$ cat src/rtl/core/isv_pkg.sv
// Shared types and constants of the interpolating sample voice.
`timescale 1ns / 1ps
package isv_pkg;

    localparam int FRAME_W   = 15;
    localparam int SPEED_W   = 20;
    localparam int CFG_IDX_W = 3;
    localparam int CFG_DAT_W = 15;

    localparam logic [2:0] MODE_RENDER  = 3'd0;
    localparam logic [2:0] MODE_LOAD    = 3'd1;
    localparam logic [2:0] MODE_TRIGGER = 3'd2;
    localparam logic [2:0] MODE_STOP    = 3'd3;
    localparam logic [2:0] MODE_SPEED   = 3'd4;

    localparam logic [CFG_IDX_W-1:0] CFG_START  = 3'd0;
    localparam logic [CFG_IDX_W-1:0] CFG_END    = 3'd1;
    localparam logic [CFG_IDX_W-1:0] CFG_LOADED = 3'd2;
    localparam logic [CFG_IDX_W-1:0] CFG_LOOP   = 3'd3;
    localparam logic [CFG_IDX_W-1:0] CFG_STEREO = 3'd4;

    typedef struct packed {
        logic [2:0]          mode;
        logic [13:0]         sample_address;
        logic signed [15:0]  sample_left;
        logic signed [15:0]  sample_right;
        logic [SPEED_W-1:0]  speed;
        logic [15:0]         gain;
        logic signed [23:0]  mix_left;
        logic signed [23:0]  mix_right;
    } t_in;

    typedef struct packed {
        logic signed [23:0] out_left;
        logic signed [23:0] out_right;
        logic               playing;
    } t_out;

    typedef struct packed {
        logic accept;
        logic rd;
        logic mul;
        logic sum;
        logic gain;
        logic fin;
        logic wrap;
    } t_cmd;

    typedef struct packed {
        logic render_go;
        logic render_wrap;
        logic pos_ge_end;
        logic fin_wrap;
        logic out_free;
    } t_sts;

endpackage

$ cat src/rtl/core/isv_ctrl.sv
// Sequencer of the sample voice: accepts beats and steps the datapath.
`timescale 1ns / 1ps
module isv_ctrl (
    input  logic          i_clk,
    input  logic          i_rst_n,
    input  logic          i_in_valid,
    output logic          o_in_stall,
    input  isv_pkg::t_sts i_sts,
    output isv_pkg::t_cmd o_cmd
);

    typedef enum logic [7:0] {
        S_IDLE  = 8'b0000_0001,
        S_PWRAP = 8'b0000_0010,
        S_RD    = 8'b0000_0100,
        S_MUL   = 8'b0000_1000,
        S_SUM   = 8'b0001_0000,
        S_GAIN  = 8'b0010_0000,
        S_FIN   = 8'b0100_0000,
        S_WRAP  = 8'b1000_0000
    } t_state;

    t_state r_state, n_state;
    logic   accept;

    assign o_in_stall = !((r_state == S_IDLE) && i_sts.out_free);
    assign accept     = i_in_valid && !o_in_stall;

    always_comb begin
        o_cmd        = '0;
        o_cmd.accept = accept;
        o_cmd.rd     = (r_state == S_RD);
        o_cmd.mul    = (r_state == S_MUL);
        o_cmd.sum    = (r_state == S_SUM);
        o_cmd.gain   = (r_state == S_GAIN);
        o_cmd.fin    = (r_state == S_FIN);
        o_cmd.wrap   = ((r_state == S_WRAP) || (r_state == S_PWRAP)) && i_sts.pos_ge_end;
    end

    always_comb begin
        n_state = r_state;
        unique case (r_state)
            S_IDLE: begin
                if (accept && i_sts.render_wrap) begin
                    n_state = S_PWRAP;
                end else if (accept && i_sts.render_go) begin
                    n_state = S_RD;
                end
            end
            S_PWRAP: begin
                if (!i_sts.pos_ge_end) n_state = S_RD;
            end
            S_RD:   n_state = S_MUL;
            S_MUL:  n_state = S_SUM;
            S_SUM:  n_state = S_GAIN;
            S_GAIN: n_state = S_FIN;
            S_FIN:  n_state = i_sts.fin_wrap ? S_WRAP : S_IDLE;
            S_WRAP: begin
                if (!i_sts.pos_ge_end) n_state = S_IDLE;
            end
            default: n_state = S_IDLE;
        endcase
    end

    always_ff @(posedge i_clk) begin
        if (!i_rst_n) begin
            r_state <= S_IDLE;
        end else begin
            r_state <= n_state;
        end
    end

    a_onehot: assert property (@(posedge i_clk) disable iff (!i_rst_n) $onehot(r_state))
        else $error("state not one-hot");
    a_fin_exit: assert property (@(posedge i_clk) disable iff (!i_rst_n)
        r_state == S_FIN |=> (r_state == S_IDLE || r_state == S_WRAP))
        else $error("bad exit from finish");
    a_go: assert property (@(posedge i_clk) disable iff (!i_rst_n)
        (accept && i_sts.render_go) |=> (r_state == S_RD))
        else $error("render beat did not start a read");
    a_busy: assert property (@(posedge i_clk) disable iff (!i_rst_n)
        (r_state != S_IDLE) |-> o_in_stall)
        else $error("input taken while busy");

endmodule

$ cat config.mk
export PLATFORM = sky130hd
export DESIGN_NAME = isv_ctrl
export DESIGN_NICKNAME = d
export VERILOG_FILES = /design/src/rtl/core/isv_pkg.sv /design/src/rtl/core/isv_ctrl.sv
export SDC_FILE = /design/constraint.sdc
export NUM_CORES = 1
export LEC_CHECK = 0
export CAP_MARGIN = 10
export CORE_AREA = 3 3 40 42
export CTS_CLUSTER_SIZE = 16
export DETAILED_ROUTE_END_ITERATION = 10
export DIE_AREA = 0 0 43 45
export DONT_BUFFER_PORTS = 1
export SLEW_MARGIN = 5
export SYNTH_ARGS = -nofsm -noshare
export SYNTH_HDL_FRONTEND = slang
export SYNTH_SLANG_ARGS = --single-unit
$ cat constraint.sdc
create_clock -name i_clk -period 2.8 [get_ports i_clk]
set_input_delay 0.14 -clock i_clk [delete_from_list [all_inputs] [get_ports i_clk]]
set_output_delay 0.14 -clock i_clk [all_outputs]
set_load 0.01 [all_outputs]
== Word-level counts from Yosys, hierarchy flattened ==
Index checks and enable logic that the tools add are counted.

* Mux-type cells: 6
* Reduce and logical (&&, ||, !) cells: 8
* Equal/unequal tests: 11

{| class="wikitable"
|+ Operators by type and width
! kind !! number
|-
| case mux 8 bit (8 select lines) || 1
|-
| two-way mux 8 bit || 5
|-
| equality test 8 x 1 -> 1 bit (second input constant) || 1
|-
| equality test 8 x 2 -> 1 bit (second input constant) || 1
|-
| equality test 8 x 3 -> 1 bit (second input constant) || 1
|-
| equality test 8 x 4 -> 1 bit (second input constant) || 1
|-
| equality test 8 x 5 -> 1 bit (second input constant) || 1
|-
| equality test 8 x 6 -> 1 bit (second input constant) || 1
|-
| equality test 8 x 7 -> 1 bit (second input constant) || 1
|-
| equality test 8 bit (second input constant) || 1
|-
| logical AND 1 bit || 5
|-
| != test 2 bit (second input constant) || 2
|-
| != test 3 x 1 -> 1 bit (second input constant) || 1
|-
| AND reduction 3 bit || 1
|-
| logical NOT 1 bit || 1
|-
| logical OR 1 bit || 1
|}

* Word-level logic and storage cells: 26
* Input bits: 8
* Output and inout bits: 8
* Register bits after elaboration: 8

== Logic depth before layout (Yosys ltp) ==
* Depth after elaboration: 7
* Mapped depth: 4
* Depth with buffers taken out: 4

== Least setup slack after synthesis ==
Ideal clock, no wire load.

* Path kind: register -> register
* Start: reg r_state[0]
* End: reg r_state[0]
* Required time: 2.678 ns
* Path slack: 1.419 ns
* Cell stages (with the launch flop): 5
* Library setup time: 0.122 ns
* Clock period less this slack: 1.381 ns
* Arrival time: 1.259 ns
* Buffers on the path: 0
* Cells stage by stage: dfxtp_1 > nor4b_4 > nand2_2 > a21o_1 > a311o_1

* Cells in the longest elaborated chain, start to end: 6
* Elaborated cells on any way between the ends: 18
* Those cells by class: 11 x eq/ne; 2 x mux; 5 x reduce/logical

{| class="wikitable"
|+ RTL lines
! item !! line !! RTL
|-
| from (decl) || isv_ctrl.sv:23 || <nowiki>t_state r_state, n_state;</nowiki>
|-
| from (signal assigned) || isv_ctrl.sv:69 || <nowiki>r_state <= n_state;</nowiki>
|-
| equality test 8 x 1 -> 1 bit || isv_ctrl.sv:26, isv_ctrl.sv:42 ||
|-
| logical AND 1 bit || isv_ctrl.sv:26 || <nowiki>assign o_in_stall = !((r_state == S_IDLE) && i_sts.out_free);</nowiki>
|-
| logical AND 1 bit || isv_ctrl.sv:27 || <nowiki>assign accept = i_in_valid && !o_in_stall;</nowiki>
|-
| logical AND 1 bit (on tied branches) || isv_ctrl.sv:44, isv_ctrl.sv:46 ||
|-
| two-way mux 8 bit / != test 3 x 1 -> 1 bit (equally long branches) || -- ||
|-
| case mux 8 bit (8 select lines) / AND reduction 3 bit (equally long branches) || -- ||
|}

Parallel ways exist; a longest one is shown, timed or not.
A chain may end at the register's enable or synchronous reset.

==> key figures <==
Timing
  • Fin. Hold Viols: 0
  • Final Max Slew Viols: 0
  • Slew headroom: 0.708
  • Fmax: 0.617 GHz
  • RSZ-0062 raised after global routing: no
  • WHS: between 0.02 and 0.03 ns
  • Final period utilization: 0.579
  • Clock Skew: 0.00150 ns
  • Final setup violation count: 0
  • Worst-margin pin slew: 0.437 ns
  • Setup TNS: 0 ns
  • Final min period: 1.62 ns

Yosys
  • EDFF count, synth: 0
  • Post-synthesis sequential area ratio: 0.304
  • Synth top area cells: dfxtp_1, nor2_1, and3_1
  • Synth Flop Type: dfxtp_1
  • Synth unique cells: 26
  • Commonest cells in the netlist: nor2_1, dfxtp_1, and3_1, nand2_1, nand3_1
  • Top-count cell post-synth: nor2_1
  • Post-Syn Area per Cell: 8.10 um2
  • Synth Instances: between 60 and 70
  • Post-Synthesis Net Count: 73
  • Seq cells post-synth: 8
  • Ys Warns: 0
  • Yosys top cell by area: dfxtp_1
  • Mapped Area: about 530 um2
  • Post-synthesis async set-or-reset flop share: 0
  • Area share of the largest cell type after synthesis: 0.304

Power and ir drop
  • Switch Pwr: between 200 and 250 uW
  • Cell Pwr Density: between 800 and 900 mW/mm2
  • Sequential power share: 0.349
  • Internal power: 290 uW
  • Worst VDD drop: 0.000417 V
  • Total power: ~500 uW
  • Leakage power: between 0.2 and 0.25 nW
  • Clock power frac: 0.180
  • Sw frac: 0.415
  • Combinational power share: 0.471

CTS
  • Reg clk slew, reported paths: 0.05 ns
  • Clock root buffer: clkbuf_4
  • CTS resizes: 0
  • CTS tree: built
  • Clock buffer depth: 2
  • Htree depth: 1
  • CTS Sinks: 8
  • Post-CTS setup buffer count: 0
  • Total CTS buffers: 3
  • CTS Hold Bufs: 1
  • Clk Latency, worst-skew pair: 0.26 ns

Cells and area
  • Area Overhead vs Synth: 8.31%
  • Max reg flops: 8
  • Final core occ: 0.444
  • Post-route insts no fill: 83
  • Ratio of cells with drive above 1 in the final layout: 0.132
  • N_diodes: 0
  • Top Registers: r_state (8)
  • Reg with most FFs: r_state
  • Total Nets Final: 78

Placement
  • Placer Congestion: between 0.7 and 0.8
  • Post-DP HPWL: 907 um
  • PortBufs: 0
  • Dpl cells: 79

Worst hold path
  • Hold Crit Start: i_rst_n
  • Hold/Removal Path Class: input pin to register

Floorplanning
  • I/O Pins: 16
  • Row Count: 13
  • Core area: 0.00128 mm2
  • Die Y-Extent: 45 um
  • Die area: 0.00194 mm2
  • Die width: 43 um
  • Initial Utilization: 0.410

Run
  • Number of max-cap violations: 0

Routing
  • Residual DRC count: 0
  • Detailed Route WL: 1150 um
  • Routed Antenna Nets: 0
  • Post-DR vias/cell: between 6 and 7
  • Routed length per instance: 13.9 um
  • First-pass DRT Iterations: 4
  • Vias: 501
  • Initial DRC Count: 23

Run status
  • Status: finished clean

Global routing
  • All-Layer GR Usage: 0.136
  • Global-route wire length before repair: 1930 um
  • Largest net degree at the start of global routing: 9
  • Number of global-route vias before repair: 452
  • Initial antenna violation count: 0
  • Total congestion overflow: 0

Worst setup path
  • Required @ worst endpoint: 2.66 ns
  • Startpoint Class: register
  • Setup CP Type: register to output pin
  • Reg2reg start: r_state[0]$_SDFFE_PN1P_
  • Worst setup EP type: output pin
  • Crit path arrival time: about 1.5 ns
  • Crit. Startpoint: r_state[6]$_SDFFE_PN0P_
  • Crit-path max FO: 7
==> per-stage QoR <==
stage | area [um2] | worst slack (ns)
floorplan | 527 | 1.42
global placement | 538 | 1.25
detailed placement | 538 | 1.28
CTS | 571 | 1.16
global route | 571 | 0.995
finish | 571 | 1.18
==> layout by cell type (no fill, tap or decap), drive strengths merged <==
cell type    netlist  layout
a21o               1       1
a221oi             1       1
a311o              1       1
and3               6       6
clkbuf             0       3
dfxtp              8       8
dlygate4sd3        0       1
inv                1       1
nand2              7       7
nand2b             2       2
nand3              6       6
nand3b             1       1
nand4              2       2
nor2              13      13
nor3               2       2
nor3b              2       2
nor4               2       2
nor4b              2       2
o211a              1       1
o211ai             1       1
o21ai              2       2
o311ai             1       1
xnor2              1       1
xor2               1       1
==> area by class of cell <==
type,instances,area (um2)
inverters,1,3.75
multi-input cells,55,355
repair buffers,1,10.0
fillers,124,714
flip-flops and latches,8,160
clock buffers,3,22.5
well taps,15,18.8
==> final timing paths <==
path / cells past startpoint / slack (ns) / to
max: 3 / 1.18 / o_cmd[4]
min: 1 / 0.03 / r_state[2]$_SDFFE_PN0P_
min reg2reg: 2 / 0.57 / r_state[6]$_SDFFE_PN0P_
max reg2reg: 4 / 1.25 / r_state[0]$_SDFFE_PN1P_
==> worst max-delay path, cell delays in order, from the launching register on <==
cell	delay, ns
dfxtp_1	0.38
nor2_1	0.27
nand3_1	0.15
nor3b_1	0.43
==> metal layers <==
metal	track usage	vias up	routed length, um
li1	-	249	-
met2	0.195	13	519
met3	0.0438	2	80
met4	0.0723	0	19
met1	0.182	237	533
met5	0	-	0
==> power groups by stage <==
stage	registers [mW]	clock network (mW)	logic, mW
after global placement	0.174	0	0.232
final	0.173	0.0892	0.233
after floorplan	0.167	0	0.204
after CTS	0.172	0.0930	0.236
after global routing	0.176	0.0998	0.264
after detailed placement	0.174	0	0.233
==> cells by family (layout without fill, tap and decap cells) <==
kind of cell	count (synthesis)	count (layout)	synth area share
buf+inv	2	5	0.0214
xor+xnor	2	2	0.0333
compound gates	8	8	0.131
simple gates	45	45	0.511
flops	8	8	0.304
Note: power is estimated with default switching activity, not from simulation.
